### src/rtl/core/acf_pkg.sv
// shared types and constants for the address-claim controller
`default_nettype none

package acf_pkg;

    // addresses and group number
    localparam logic [7:0]  NULL_ADDR     = 8'd254;
    localparam logic [15:0] CLAIM_PGN     = 16'hEE00;
    localparam logic [3:0]  MIN_FRAME_LEN = 4'd8;

    // claim phase codes
    localparam logic [2:0] PH_IDLE       = 3'd0;
    localparam logic [2:0] PH_CLAIMING   = 3'd1;
    localparam logic [2:0] PH_CLAIMED    = 3'd2;
    localparam logic [2:0] PH_CONTENTION = 3'd3;
    localparam logic [2:0] PH_CANNOT     = 3'd4;

    // event kinds
    localparam logic [1:0] OP_START = 2'd0;
    localparam logic [1:0] OP_STOP  = 2'd1;
    localparam logic [1:0] OP_FRAME = 2'd2;
    localparam logic [1:0] OP_TICK  = 2'd3;

    // configuration register indexes
    localparam logic [2:0] REG_OWN_NAME     = 3'd0;
    localparam logic [2:0] REG_PREFERRED    = 3'd1;
    localparam logic [2:0] REG_PRIORITY     = 3'd2;
    localparam logic [2:0] REG_ARBITRARY    = 3'd3;
    localparam logic [2:0] REG_TIMEOUT      = 3'd4;
    localparam logic [2:0] REG_LOW_UNICAST  = 3'd5;
    localparam logic [2:0] REG_HIGH_UNICAST = 3'd6;

    // configuration reset values
    localparam logic [63:0] RST_OWN_NAME     = 64'd0;
    localparam logic [7:0]  RST_PREFERRED    = 8'd128;
    localparam logic [2:0]  RST_PRIORITY     = 3'd6;
    localparam logic        RST_ARBITRARY    = 1'b0;
    localparam logic [15:0] RST_TIMEOUT      = 16'd250;
    localparam logic [7:0]  RST_LOW_UNICAST  = 8'd0;
    localparam logic [7:0]  RST_HIGH_UNICAST = 8'd253;

    // default depth of the queue between front and back
    localparam int QUEUE_DEPTH = 2;

    // configuration register file contents
    typedef struct packed {
        logic [63:0] own_name;
        logic [7:0]  start_addr;
        logic [2:0]  frame_priority;
        logic        may_search;
        logic [15:0] claim_timeout_ticks;
        logic [7:0]  lowest_unicast;
        logic [7:0]  highest_unicast;
    } cfg_t;

    // classified event handed from front to back
    typedef struct packed {
        logic [1:0] opcode;
        logic       frame_ok;
        logic [7:0] frame_addr;
        logic       name_lt;
        logic       name_eq;
    } cmd_t;

    // queue status seen by the front
    typedef struct packed {
        logic full;
    } queue_status_t;

endpackage

`default_nettype wire

### src/rtl/core/acf_evt_if.sv
// event request channel
`default_nettype none

interface acf_evt_if;
    logic        valid;
    logic        ready;
    logic [1:0]  opcode;
    logic [28:0] frame_id;
    logic [3:0]  frame_length;
    logic [63:0] frame_data;

    modport source (output valid, opcode, frame_id, frame_length, frame_data, input ready);
    modport sink   (input valid, opcode, frame_id, frame_length, frame_data, output ready);
endinterface

`default_nettype wire

### src/rtl/core/acf_res_if.sv
// result request channel
`default_nettype none

interface acf_res_if;
    logic        valid;
    logic        ready;
    logic        send_valid;
    logic [28:0] send_id;
    logic [63:0] send_data;
    logic        notify_valid;
    logic [7:0]  notify_address;
    logic [2:0]  notify_state;
    logic [7:0]  addr_now;
    logic [2:0]  claim_phase;

    modport source (output valid, send_valid, send_id, send_data, notify_valid,
                    notify_address, notify_state, addr_now, claim_phase,
                    input ready);
    modport sink   (input valid, send_valid, send_id, send_data, notify_valid,
                    notify_address, notify_state, addr_now, claim_phase,
                    output ready);
endinterface

`default_nettype wire

### src/rtl/core/acf_cfg_if.sv
// configuration write channel
`default_nettype none

interface acf_cfg_if;
    logic        valid;
    logic        ready;
    logic [2:0]  index;
    logic [63:0] data;

    modport source (output valid, index, data, input ready);
    modport sink   (input valid, index, data, output ready);
endinterface

`default_nettype wire

### src/rtl/core/can_address_claim_fsm_core.sv
// top level of the CAN address-claim controller
//
// Channels: evt takes one event (start, stop, received frame, tick) per
// request; res returns exactly one result per event, in order; cfg writes
// the seven configuration registers by index (indexes past the list are
// dropped). All channels complete when valid and ready are both high.
// Configuration is meant to be written while no event is in flight.
// Path: an event is written into the queue when it is accepted, and its
// result into the result register when the back pops it.
// Throughput: one event per cycle while res takes results; the front
// decodes the frame filter and the 64-bit NAME compare, a queue of
// QUEUE_DEPTH entries hands the decoded event to the back, which
// updates the claim state and the result register together.
// When res stalls, the result register holds and the queue absorbs up to
// QUEUE_DEPTH further events before evt.ready drops.
// Reset: address 254 (none), phase idle, timer disarmed, registers at
// their defaults; no result is pending.
`default_nettype none

module can_address_claim_fsm_core #(
    parameter int QUEUE_DEPTH = acf_pkg::QUEUE_DEPTH
) (
    input  wire       clk,
    input  wire       rst_n,
    acf_evt_if.sink   evt,
    acf_res_if.source res,
    acf_cfg_if.sink   cfg
);

    acf_pkg::queue_status_t q_status;
    acf_pkg::cmd_t          push_cmd;
    acf_pkg::cmd_t          head_cmd;
    acf_pkg::cfg_t          cfg_regs;
    logic                   push;
    logic                   pop;
    logic                   head_valid;

    // decode and configuration
    acf_front u_front (
        .clk      (clk),
        .rst_n    (rst_n),
        .evt      (evt),
        .cfg      (cfg),
        .q_status (q_status),
        .push     (push),
        .cmd      (push_cmd),
        .cfg_regs (cfg_regs)
    );

    // decoupling queue
    acf_queue #(
        .DEPTH (QUEUE_DEPTH)
    ) u_queue (
        .clk        (clk),
        .rst_n      (rst_n),
        .push       (push),
        .push_cmd   (push_cmd),
        .pop        (pop),
        .head_valid (head_valid),
        .head_cmd   (head_cmd),
        .status     (q_status)
    );

    // claim state and result
    acf_back u_back (
        .clk        (clk),
        .rst_n      (rst_n),
        .cfg_regs   (cfg_regs),
        .head_valid (head_valid),
        .head_cmd   (head_cmd),
        .pop        (pop),
        .res        (res)
    );

endmodule

`default_nettype wire

### src/rtl/core/acf_front.sv
// front end: configuration registers and event classification
`default_nettype none

module acf_front (
    input  wire                    clk,
    input  wire                    rst_n,
    acf_evt_if.sink                evt,
    acf_cfg_if.sink                cfg,
    input  acf_pkg::queue_status_t q_status,
    output logic                   push,
    output acf_pkg::cmd_t          cmd,
    output acf_pkg::cfg_t          cfg_regs
);

    acf_pkg::cfg_t cfg_reg;

    // configuration writes are always taken
    assign cfg.ready = 1'b1;

    // configuration register file
    always_ff @(posedge clk or negedge rst_n)
    begin
        if (!rst_n)
        begin
            cfg_reg.own_name            <= acf_pkg::RST_OWN_NAME;
            cfg_reg.start_addr          <= acf_pkg::RST_PREFERRED;
            cfg_reg.frame_priority      <= acf_pkg::RST_PRIORITY;
            cfg_reg.may_search          <= acf_pkg::RST_ARBITRARY;
            cfg_reg.claim_timeout_ticks <= acf_pkg::RST_TIMEOUT;
            cfg_reg.lowest_unicast      <= acf_pkg::RST_LOW_UNICAST;
            cfg_reg.highest_unicast     <= acf_pkg::RST_HIGH_UNICAST;
        end
        else if (cfg.valid)
        begin
            case (cfg.index)
                acf_pkg::REG_OWN_NAME:     cfg_reg.own_name <= cfg.data;
                acf_pkg::REG_PREFERRED:    cfg_reg.start_addr <= cfg.data[7:0];
                acf_pkg::REG_PRIORITY:     cfg_reg.frame_priority <= cfg.data[2:0];
                acf_pkg::REG_ARBITRARY:    cfg_reg.may_search <= cfg.data[0];
                acf_pkg::REG_TIMEOUT:      cfg_reg.claim_timeout_ticks <= cfg.data[15:0];
                acf_pkg::REG_LOW_UNICAST:  cfg_reg.lowest_unicast <= cfg.data[7:0];
                acf_pkg::REG_HIGH_UNICAST: cfg_reg.highest_unicast <= cfg.data[7:0];
                default: ;
            endcase
        end
    end

    assign cfg_regs = cfg_reg;

    // take an event whenever the queue has room
    assign evt.ready = !q_status.full;
    assign push      = evt.valid && !q_status.full;

    // state-independent part of the decode: frame filter and name compare
    always_comb
    begin
        cmd.opcode     = evt.opcode;
        cmd.frame_ok   = (evt.frame_length >= acf_pkg::MIN_FRAME_LEN)
                         && (evt.frame_id[23:8] == acf_pkg::CLAIM_PGN);
        cmd.frame_addr = evt.frame_id[7:0];
        cmd.name_lt    = cfg_reg.own_name < evt.frame_data;
        cmd.name_eq    = cfg_reg.own_name == evt.frame_data;
    end

endmodule

`default_nettype wire

### src/rtl/core/acf_queue.sv
// short queue of classified events between front and back
`default_nettype none

module acf_queue #(
    parameter int DEPTH = acf_pkg::QUEUE_DEPTH
) (
    input  wire                    clk,
    input  wire                    rst_n,
    input  wire                    push,
    input  acf_pkg::cmd_t          push_cmd,
    input  wire                    pop,
    output logic                   head_valid,
    output acf_pkg::cmd_t          head_cmd,
    output acf_pkg::queue_status_t status
);

    localparam int PTR_W = (DEPTH > 1) ? $clog2(DEPTH) : 1;
    localparam int CNT_W = $clog2(DEPTH + 1);
    localparam logic [PTR_W-1:0] LAST_PTR = PTR_W'(DEPTH - 1);

    acf_pkg::cmd_t    slot_reg [DEPTH];
    logic [PTR_W-1:0] wr_ptr_reg;
    logic [PTR_W-1:0] wr_ptr_next;
    logic [PTR_W-1:0] rd_ptr_reg;
    logic [PTR_W-1:0] rd_ptr_next;
    logic [CNT_W-1:0] count_reg;
    logic [CNT_W-1:0] count_next;
    logic             do_push;
    logic             do_pop;

    assign do_push = push && (count_reg != CNT_W'(DEPTH));
    assign do_pop  = pop && (count_reg != '0);

    // pointer and fill count update
    always_comb
    begin
        wr_ptr_next = wr_ptr_reg;
        rd_ptr_next = rd_ptr_reg;
        count_next  = count_reg;
        if (do_push)
        begin
            wr_ptr_next = (wr_ptr_reg == LAST_PTR) ? '0 : wr_ptr_reg + 1'b1;
        end
        if (do_pop)
        begin
            rd_ptr_next = (rd_ptr_reg == LAST_PTR) ? '0 : rd_ptr_reg + 1'b1;
        end
        if (do_push && !do_pop)
        begin
            count_next = count_reg + 1'b1;
        end
        else if (do_pop && !do_push)
        begin
            count_next = count_reg - 1'b1;
        end
    end

    always_ff @(posedge clk or negedge rst_n)
    begin
        if (!rst_n)
        begin
            wr_ptr_reg <= '0;
            rd_ptr_reg <= '0;
            count_reg  <= '0;
        end
        else
        begin
            wr_ptr_reg <= wr_ptr_next;
            rd_ptr_reg <= rd_ptr_next;
            count_reg  <= count_next;
        end
    end

    // entry storage
    always_ff @(posedge clk)
    begin
        if (do_push)
        begin
            slot_reg[wr_ptr_reg] <= push_cmd;
        end
    end

    assign head_valid  = count_reg != '0;
    assign head_cmd    = slot_reg[rd_ptr_reg];
    assign status.full = count_reg == CNT_W'(DEPTH);

endmodule

`default_nettype wire

### src/rtl/core/acf_back.sv
// back end: claim state, tick timer and registered result
`default_nettype none

module acf_back (
    input  wire           clk,
    input  wire           rst_n,
    input  acf_pkg::cfg_t cfg_regs,
    input  wire           head_valid,
    input  acf_pkg::cmd_t head_cmd,
    output logic          pop,
    acf_res_if.source     res
);

    logic [7:0]  held_reg;
    logic [7:0]  held_next;
    logic [2:0]  phase_reg;
    logic [2:0]  phase_next;
    logic [15:0] timer_reg;
    logic [15:0] timer_next;
    logic        armed_reg;
    logic        armed_next;

    logic        out_valid_reg;
    logic        send_valid_reg;
    logic        send_valid_next;
    logic [7:0]  send_addr_reg;
    logic [7:0]  send_addr_next;
    logic [63:0] send_data_reg;
    logic        notify_valid_reg;
    logic        notify_valid_next;
    logic [7:0]  notify_addr_reg;
    logic [7:0]  notify_addr_next;
    logic [2:0]  notify_state_reg;
    logic [2:0]  notify_state_next;
    logic [2:0]  send_prio_reg;

    logic        load;
    logic        frame_hit;
    logic        give_up;
    logic [7:0]  nxt_addr;
    logic [7:0]  pick_addr;

    // result register frees up when empty or taken
    assign load = !out_valid_reg || res.ready;
    assign pop  = head_valid && load;

    // next address in the allowed range after the held one
    assign nxt_addr  = held_reg + 8'd1;
    assign pick_addr = (nxt_addr >= cfg_regs.lowest_unicast
                        && nxt_addr <= cfg_regs.highest_unicast)
                       ? nxt_addr : cfg_regs.lowest_unicast;

    assign frame_hit = head_cmd.frame_ok && (head_cmd.frame_addr == held_reg)
                       && (phase_reg == acf_pkg::PH_CLAIMING);

    // losing without a usable alternative
    assign give_up = head_cmd.name_eq || !cfg_regs.may_search
                     || (cfg_regs.lowest_unicast > cfg_regs.highest_unicast)
                     || ((cfg_regs.lowest_unicast == cfg_regs.highest_unicast)
                         && (cfg_regs.lowest_unicast == held_reg));

    // event execution
    always_comb
    begin
        held_next         = held_reg;
        phase_next        = phase_reg;
        timer_next        = timer_reg;
        armed_next        = armed_reg;
        send_valid_next   = 1'b0;
        send_addr_next    = held_reg;
        notify_valid_next = 1'b0;
        notify_addr_next  = acf_pkg::NULL_ADDR;
        notify_state_next = acf_pkg::PH_IDLE;
        case (head_cmd.opcode)
            acf_pkg::OP_START:
            begin
                if (phase_reg != acf_pkg::PH_CLAIMED)
                begin
                    held_next       = cfg_regs.start_addr;
                    phase_next      = acf_pkg::PH_CLAIMING;
                    send_valid_next = 1'b1;
                    send_addr_next  = cfg_regs.start_addr;
                    armed_next      = 1'b1;
                    timer_next      = cfg_regs.claim_timeout_ticks;
                end
            end
            acf_pkg::OP_STOP:
            begin
                armed_next      = 1'b0;
                timer_next      = '0;
                send_valid_next = held_reg != acf_pkg::NULL_ADDR;
                send_addr_next  = acf_pkg::NULL_ADDR;
                held_next       = acf_pkg::NULL_ADDR;
                phase_next      = acf_pkg::PH_IDLE;
            end
            acf_pkg::OP_FRAME:
            begin
                if (frame_hit)
                begin
                    if (head_cmd.name_lt)
                    begin
                        phase_next        = acf_pkg::PH_CLAIMED;
                        armed_next        = 1'b0;
                        timer_next        = '0;
                        notify_valid_next = 1'b1;
                        notify_addr_next  = held_reg;
                        notify_state_next = acf_pkg::PH_CLAIMED;
                    end
                    else if (give_up)
                    begin
                        phase_next        = acf_pkg::PH_CANNOT;
                        held_next         = acf_pkg::NULL_ADDR;
                        armed_next        = 1'b0;
                        timer_next        = '0;
                        notify_valid_next = 1'b1;
                        notify_addr_next  = acf_pkg::NULL_ADDR;
                        notify_state_next = acf_pkg::PH_CANNOT;
                    end
                    else
                    begin
                        held_next       = pick_addr;
                        phase_next      = acf_pkg::PH_CLAIMING;
                        send_valid_next = 1'b1;
                        send_addr_next  = pick_addr;
                        armed_next      = 1'b1;
                        timer_next      = cfg_regs.claim_timeout_ticks;
                    end
                end
            end
            acf_pkg::OP_TICK:
            begin
                if (armed_reg)
                begin
                    if (timer_reg > 16'd1)
                    begin
                        timer_next = timer_reg - 16'd1;
                    end
                    else
                    begin
                        armed_next = 1'b0;
                        timer_next = '0;
                        if (phase_reg == acf_pkg::PH_CLAIMING)
                        begin
                            phase_next        = acf_pkg::PH_CLAIMED;
                            notify_valid_next = 1'b1;
                            notify_addr_next  = held_reg;
                            notify_state_next = acf_pkg::PH_CLAIMED;
                        end
                    end
                end
            end
            default: ;
        endcase
    end

    // control state
    always_ff @(posedge clk or negedge rst_n)
    begin
        if (!rst_n)
        begin
            held_reg      <= acf_pkg::NULL_ADDR;
            phase_reg     <= acf_pkg::PH_IDLE;
            timer_reg     <= '0;
            armed_reg     <= 1'b0;
            out_valid_reg <= 1'b0;
        end
        else
        begin
            if (pop)
            begin
                held_reg  <= held_next;
                phase_reg <= phase_next;
                timer_reg <= timer_next;
                armed_reg <= armed_next;
            end
            if (load)
            begin
                out_valid_reg <= head_valid;
            end
        end
    end

    // result payload
    always_ff @(posedge clk)
    begin
        if (pop)
        begin
            send_valid_reg   <= send_valid_next;
            send_addr_reg    <= send_addr_next;
            send_prio_reg    <= cfg_regs.frame_priority;
            send_data_reg    <= send_valid_next ? cfg_regs.own_name : 64'd0;
            notify_valid_reg <= notify_valid_next;
            notify_addr_reg  <= notify_addr_next;
            notify_state_reg <= notify_state_next;
        end
    end

    assign res.valid          = out_valid_reg;
    assign res.send_valid     = send_valid_reg;
    assign res.send_id        = send_valid_reg
                                ? {send_prio_reg, 2'b00, acf_pkg::CLAIM_PGN, send_addr_reg}
                                : 29'd0;
    assign res.send_data      = send_data_reg;
    assign res.notify_valid   = notify_valid_reg;
    assign res.notify_address = notify_addr_reg;
    assign res.notify_state   = notify_state_reg;
    assign res.addr_now       = held_reg;
    assign res.claim_phase    = phase_reg;

endmodule

`default_nettype wire

### src/flat_wrapper.sv
// flat-port wrapper written by rule: the top's interface ports become plain ports
module can_address_claim_fsm_core_flat 
#(
    parameter int QUEUE_DEPTH = acf_pkg::QUEUE_DEPTH
)
  (clk, rst_n, evt_valid, evt_opcode, evt_frame_id, evt_frame_length, evt_frame_data, evt_ready, res_valid, res_send_valid, res_send_id, res_send_data, res_notify_valid, res_notify_address, res_notify_state, res_addr_now, res_claim_phase, res_ready, cfg_valid, cfg_index, cfg_data, cfg_ready);
  acf_evt_if evt_i ();
  acf_res_if res_i ();
  acf_cfg_if cfg_i ();
  input  wire clk;
  input  wire rst_n;
  input wire logic [$bits(evt_i.valid)-1:0] evt_valid;
  input wire logic [$bits(evt_i.opcode)-1:0] evt_opcode;
  input wire logic [$bits(evt_i.frame_id)-1:0] evt_frame_id;
  input wire logic [$bits(evt_i.frame_length)-1:0] evt_frame_length;
  input wire logic [$bits(evt_i.frame_data)-1:0] evt_frame_data;
  output wire logic [$bits(evt_i.ready)-1:0] evt_ready;
  output wire logic [$bits(res_i.valid)-1:0] res_valid;
  output wire logic [$bits(res_i.send_valid)-1:0] res_send_valid;
  output wire logic [$bits(res_i.send_id)-1:0] res_send_id;
  output wire logic [$bits(res_i.send_data)-1:0] res_send_data;
  output wire logic [$bits(res_i.notify_valid)-1:0] res_notify_valid;
  output wire logic [$bits(res_i.notify_address)-1:0] res_notify_address;
  output wire logic [$bits(res_i.notify_state)-1:0] res_notify_state;
  output wire logic [$bits(res_i.addr_now)-1:0] res_addr_now;
  output wire logic [$bits(res_i.claim_phase)-1:0] res_claim_phase;
  input wire logic [$bits(res_i.ready)-1:0] res_ready;
  input wire logic [$bits(cfg_i.valid)-1:0] cfg_valid;
  input wire logic [$bits(cfg_i.index)-1:0] cfg_index;
  input wire logic [$bits(cfg_i.data)-1:0] cfg_data;
  output wire logic [$bits(cfg_i.ready)-1:0] cfg_ready;
  assign evt_i.valid = evt_valid;
  assign evt_i.opcode = evt_opcode;
  assign evt_i.frame_id = evt_frame_id;
  assign evt_i.frame_length = evt_frame_length;
  assign evt_i.frame_data = evt_frame_data;
  assign evt_ready = evt_i.ready;
  assign res_valid = res_i.valid;
  assign res_send_valid = res_i.send_valid;
  assign res_send_id = res_i.send_id;
  assign res_send_data = res_i.send_data;
  assign res_notify_valid = res_i.notify_valid;
  assign res_notify_address = res_i.notify_address;
  assign res_notify_state = res_i.notify_state;
  assign res_addr_now = res_i.addr_now;
  assign res_claim_phase = res_i.claim_phase;
  assign res_i.ready = res_ready;
  assign cfg_i.valid = cfg_valid;
  assign cfg_i.index = cfg_index;
  assign cfg_i.data = cfg_data;
  assign cfg_ready = cfg_i.ready;
  can_address_claim_fsm_core #(.QUEUE_DEPTH(QUEUE_DEPTH)) u_core (.clk(clk), .rst_n(rst_n), .evt(evt_i), .res(res_i), .cfg(cfg_i));
endmodule
### config.mk
export PLATFORM = sky130hd
export DESIGN_NAME = can_address_claim_fsm_core_flat
export DESIGN_NICKNAME = d
export VERILOG_FILES = /design/src/rtl/core/acf_pkg.sv /design/src/rtl/core/acf_evt_if.sv /design/src/rtl/core/acf_res_if.sv /design/src/rtl/core/acf_cfg_if.sv /design/src/rtl/core/can_address_claim_fsm_core.sv /design/src/rtl/core/acf_front.sv /design/src/rtl/core/acf_queue.sv /design/src/rtl/core/acf_back.sv /design/src/flat_wrapper.sv
export SDC_FILE = /design/constraint.sdc
export NUM_CORES = 1
export LEC_CHECK = 0
export ABC_AREA = 0
export BUFFER_PORTS_ARGS = -buffer_cell sky130_fd_sc_hd__buf_2
export CAP_MARGIN = 20
export CORE_MARGIN = 2
export CORE_UTILIZATION = 50
export DETAILED_ROUTE_END_ITERATION = 10
export HOLD_SLACK_MARGIN = 0.1
export PLACE_DENSITY_LB_ADDON = 0.12
export SETUP_SLACK_MARGIN = 0.02
export SYNTH_ARGS = -nofsm -noshare
export SYNTH_HDL_FRONTEND = slang
export SYNTH_SLANG_ARGS = --single-unit
### constraint.sdc
create_clock -name clk -period 3.8 [get_ports clk]
set_input_delay 0.19 -clock clk [delete_from_list [all_inputs] [get_ports clk]]
set_output_delay 0.19 -clock clk [all_outputs]
set_load 0.02 [all_outputs]
; ---- Word-level counts from Yosys, hierarchy flattened
; Memory sizes are Yosys's and may differ from the RTL's.
; Cells that the tools add are included.
[classes]
n_addsub = 6
mul = 0
div_mod_pow = 0
magnitude_cmp = 6
eq_ne = 25
shifts = 0
mux = 62
bitwise = 0
reduce_logical = 36
[op_table]
columns = cell, n
row1 = 2-to-1 mux 8 bit, 13
row2 = 2-to-1 mux 16 bit, 6
row3 = == test 64 bit, 1
row4 = less-than comparator 64 bit, 1
row5 = one-hot mux 16 bit (4 select lines), 1
row6 = one-hot mux 8 bit (3 select lines), 2
row7 = 2-to-1 mux 3 bit, 10
row8 = 2-to-1 mux 29 bit, 1
row9 = == test 8 bit, 3
row10 = 2-to-1 mux 1 bit, 18
row11 = == test 16 bit (second input constant), 1
row12 = greater-than comparator 16 x 1 -> 1 bit (second input constant), 1
row13 = one-hot mux 8 bit (2 select lines), 1
row14 = subtractor 16 x 1 -> 16 bit (second input constant), 1
row15 = != test 2 bit (second input constant), 7
row16 = AND reduction 2 bit, 7
row17 = one-hot mux 3 bit (4 select lines), 1
row18 = logical AND 1 bit, 11
row19 = 2-to-1 mux 2 bit, 5
row20 = == test 3 bit (second input constant), 3
row21 = adder 8 x 1 -> 8 bit (second input constant), 1
row22 = >= comparator 8 bit, 1
row23 = greater-than comparator 8 bit, 1
row24 = <= comparator 8 bit, 1
row25 = other kinds (23), 37
[totals]
register_bits = 229
latchBits = 0
mem_bits_rw = 26
mem_bits_ro = 0
output_inout_bits = 120
n_memories = 1
[memory_table]
columns = memory, words, width, rd, rd_ports_with_merged_regs, wr, line
row1 = u_core.u_queue.slot_reg, 2, 13, 1, 0, 1, acf_queue.sv:21  ; acf_pkg::cmd_t slot_reg [DEPTH];

; ---- Logic depth before layout (Yosys ltp)
[depth]
word_depth = 8
depth_mapped = 14
ltp_nobuf = 12

; ---- Modules after synthesis
; Synthesis repeated with hierarchy kept, for this count alone.
[unflattened]
cells_unflattened = 1189
area_unflattened_um2 = 13882.1
[modules_own_cells]
columns = module, instances, cells_each, area_each_um2
row1 = acf_back, 1, 641, 6881.6
row2 = acf_front, 1, 489, 5859.4
row3 = acf_queue, 1, 59, 1141.1

; ---- Least setup slack after synthesis
; Ideal clock, no wire load.
[synth_timing]
kind = register to register
from = reg u_core.u_back.held_reg[3] (netlist: u_core.u_back.res.addr_now[3])
to = reg u_core.u_back.send_addr_reg[5], data pin
setup_ns = 0.265
arrival_ns = 3.806
t_required_ns = 3.535
slack_ns = -0.271
path_stages_with_launch = 15
period_less_slack_ns = 4.071
cell_sequence = dfstp_2 > clkbuf_1 > and3_1 > and2_1 > nand4_1 > xnor2_1 > ha_1 > a21oi_1 > o21ai_0 > o31a_1 > a311oi_1 > buf_2 > mux2_2 > o32ai_1 > a2bb2oi_1
[synth_between]
elab_chain_cells = 8
elab_cells_between_ends = 15
cone_classes = add/sub (1) / order compare (2) / eq/ne (2) / mux (5) / reduce/logical (5)
[synth_rtl]
columns = element, line
row1 = from (decl), acf_back.sv:14  ; logic [7:0] held_reg;
row2 = from (signal assigned), acf_back.sv:161  ; held_reg <= acf_pkg::NULL_ADDR;
row3 = from (signal assigned), acf_back.sv:171  ; held_reg <= held_next;
row4 = adder 8 x 1 -> 8 bit, acf_back.sv:48  ; assign nxt_addr = held_reg + 8'd1;
row5 = >= comparator 8 bit / <= comparator 8 bit (equally long branches), "acf_back.sv:49, acf_back.sv:50"
row6 = logical AND 1 bit, acf_back.sv:50  ; && nxt_addr <= cfg_regs.highest_unicast)
row7 = 2-to-1 mux 8 bit, acf_back.sv:51  ; ? nxt_addr : cfg_regs.lowest_unicast;
row8 = 2-to-1 mux 8 bit, acf_back.sv:109  ; else if (give_up)
row9 = 2-to-1 mux 8 bit, acf_back.sv:100  ; if (head_cmd.name_lt)
row10 = 2-to-1 mux 8 bit *, acf_back.sv:98  ; if (frame_hit)
row11 = one-hot mux 8 bit (3 select lines) *, acf_back.sv:74  ; case (head_cmd.opcode)
row12 = named net u_core.u_back.send_addr_next[5], acf_back.sv:27  ; logic [7:0] send_addr_next;
row13 = to (signal assigned), acf_back.sv:189  ; send_addr_reg <= send_addr_next;
row14 = to (decl), acf_back.sv:26  ; logic [7:0] send_addr_reg;
; Mark *: on every way through the listed nets, which the timed path passes. The rest lies on a longest branch.
; A chain may end at the register's enable or synchronous reset.

; ---- Worst setup path after layout
[layout_timing]
from = reg u_core.u_back.held_reg[4] (netlist: u_core.u_back.res.addr_now[4])
to = reg u_core.u_back.send_addr_reg[6], data pin
; The elaborated chain is that of the path after synthesis.

==> reports/results.tsv <==
metric	value	unit
status	finished clean	
initial antenna violation count	7	
TritonCTS Buffers	29	
final setup TNS	0	ns
core area	26700	sq um
largest net degree at the start of global routing	94	
number of synthesized flops with an enable pin	113	
final setup vio count	0	
Synth Warn #	0	
crit-path max FO	9	
Slew HR	24.0	%
CP peak stage delay	0.53	ns
peak supply drop	0.378	mV
M3 GR Usage	6.21	%
cells after synthesis	1165	
Reg area	6950	sq um
final worst slack	0.327	ns
wire per inst	18.4	microns
most frequent cell after synthesis	dfrtp_1	
post-synthesis register bit count	254	
initial DRC count	601	
Ports	291	
crit share post-route	91.4	%
Final Wtd Congestion	0.878	
Avg Inst Size Synth	11.6	sq um
std cell rows	60	
area grow syn2layout	26.4	%
Worst-path clk slew	0.06	ns
post-CTS sizing	0	
CTS max path bufs	3	
CP Data Required Time	4.08	ns
leading area contributor after synthesis	edfxtp_1	
register area share after synthesis	51.4	%
startpoint class of the critical path	flip-flop	
FMAX	0.288	GHz
max reg flops	108	
Avg Vias per Cell	5.33	
max-cap viol count	0	
Die Y	168	microns
Final Max Tran Viols	0	
Synth async-reset ratio	55.5	%
Clock Skews	0.00997	ns
hold_buf cts	79	
starting density of the core	50.5	%
list of most frequent post-synthesis cells	dfrtp_1, mux2_2, edfxtp_1, ha_1, inv_1	
top area cells in the synthesized netlist	edfxtp_1, dfrtp_1, mux2_2	
CP bufs+invs	0	
Tmin final	3.47	ns
first-pass GRT wire length	55.0	mm
HP Class	in -> reg	
Vias	10100	
Top delay family on crit path	compound AO/OA/AOI/OAI gates	
Clock Latency Late Sink	0.54	ns
leakage	0.00786	uW
final hold vios	0	
filler cell count in the final layout	2163	
CTS tree	yes	
met1 usage	31.2	%
GR Util met2	41.4	%
area share of the largest cell type after synthesis	25.1	%
top_reg_cell synth	dfrtp_1	
RSZ-0062 raised after global routing	no	
Synth Cell Area	13500	sq um
GRT Resource Usage Total	24.6	%
crit end category	flip-flop	
die width	168	microns
post-CTS setup buffers	0	
drt pass-1 iters	5	
Crit-path slowest cell	a311oi_4	
critical path type	reg -> reg	
HPWL after DPL	25.1	mm
routed wire length	34.8	mm
Setup WS pre-CTS	0.315	ns
Net count, final	1793	
Yosys cell types	61	
port bufs	268	
Cell Chain, Critical Path	and3_1 -> and2_1 -> nand4_1 -> xnor2_1 -> ha_1 -> a21oi_1 -> o21ai_0 -> o31a_1 -> a311oi_4 -> mux2_2 -> o32ai_1 -> a2bb2oi_1	
htree depth	1	
clk sink count	254	
area occupied by multi-input gates	5880	sq um
Antenna Nets Post-Route	0	
Root Buffer	clkbuf_16	
global route total overflow	0	
Worst Max-Slew Pin Slew	1.14	ns
GR peak layer	met2	
share of cells above drive strength 1	32.4	%
Die ar.	28300	sq um
DRC Markers	0	
PD cells	757	nW/um^2
vias in the first global route	10300	
WP data arrival	3.75	ns
==> final cells by class <==
class / count / share of cell area [%]
Inverter: 94 / 2.08
Multi-Input combinational cell: 761 / 34.5
Tap cell: 341 / 2.50
Antenna cell: 5 / 0.0733
Clock buffer: 40 / 5.05
Sequential cell: 254 / 40.7
Clock inverter: 13 / 0.586
Timing Repair Buffer: 385 / 14.5
==> where the power goes <==
| group | leakage (uW) | internal [uW] | switching [uW] |
|---|---|---|---|
| combinational | 0.00462 | 2270 | 3310 |
| sequential | 0.00278 | 4040 | 510 |
| clock | 0.000460 | 1650 | 1130 |
| total | 0.00786 | 7960 | 4950 |
==> metal layers <==
layer	up-vias	wire (microns)
met5	-	13
met4	2	976
met3	54	2600
li1	4861	-
met1	4878	14400
met2	286	16800
==> placed cells by master, fill, tap and decap left out, drive strengths merged, types with 5 or more instances in the layout <==
master	instances
buf	306
dfrtp	118
mux2	115
edfxtp	113
ha	97
inv	94
and2	86
dlygate4sd3	79
nand2	64
o21ai	53
a21oi	49
clkbuf	40
nor2	36
dfstp	23
mux2i	22
nor3	22
a21o	20
nand3	17
nand2b	16
xnor2	16
nand4	14
conb	14
nor4	14
xor2	10
a2bb2oi	8
a211oi	8
clkinv	8
nor2b	7
o32ai	7
o22a	7
diode	5
a22oi	5
nor3b	5
==> worst min-delay path, delay by kind of cell <==
family	cells	cell delay (ns)
muxes	1	0.20
buffers and inverters	1	0.14
and+or+nand+nor	2	0.10
==> stage by stage <==
| stage | instances | hold slack (ns) | power, uW | util (%) | cell area, sq um |
|---|---|---|---|---|---|
| 3_5_place_dp | 1755 | 0.360 | 10100 | 57.2 | 15300 |
| 5_1_grt | 1891 | 0.117 | 13800 | 63.8 | 17100 |
| 4_1_cts | 1887 | 0.106 | 13000 | 63.8 | 17000 |
| 3_3_place_gp | 1755 | 0.354 | 9990 | 57.2 | 15300 |
| 6_report | 1893 | 0.134 | 12900 | 63.9 | 17100 |
| 2_1_floorplan | 1177 | -0.106 | 8370 | - | 13600 |
==> kinds of logic (layout without fill, tap and decap cells) <==
group,count (synthesis),after routing,share of synthesized area (%)
flip-flops,254,254,51.4
AND/OR/NAND/NOR,301,301,12.3
XOR/XNOR,26,26,1.69
multiplexers,137,137,11.2
adder cells (fa/ha/maj),97,97,8.98
other,2,19,0.0556
buffers and inverters,162,532,5.54
AO/OA/AOI/OAI,186,186,8.82
==> final timing paths <==
kind                                               startpoint                             end  slack [ns]  depth (start not counted)
worst max register to register  u_core.u_back.res.addr_now[4]  u_core.u_back.send_addr_reg[6]        0.33                         12
max in group asynchronous                               rst_n     u_core.u_front.cfg_regs[35]        2.51                          3
worst min-delay path                             cfg_index[1]     u_core.u_front.cfg_regs[32]        0.13                          4
worst min register to register    u_core.u_front.cfg_regs[33]  u_core.u_back.send_prio_reg[0]        0.50                          0
worst max-delay path            u_core.u_back.res.addr_now[4]  u_core.u_back.send_addr_reg[6]        0.33                         12
min in group asynchronous                               rst_n         u_core.u_back.armed_reg        0.32                          2
Power figures use the tool's default switching activity.
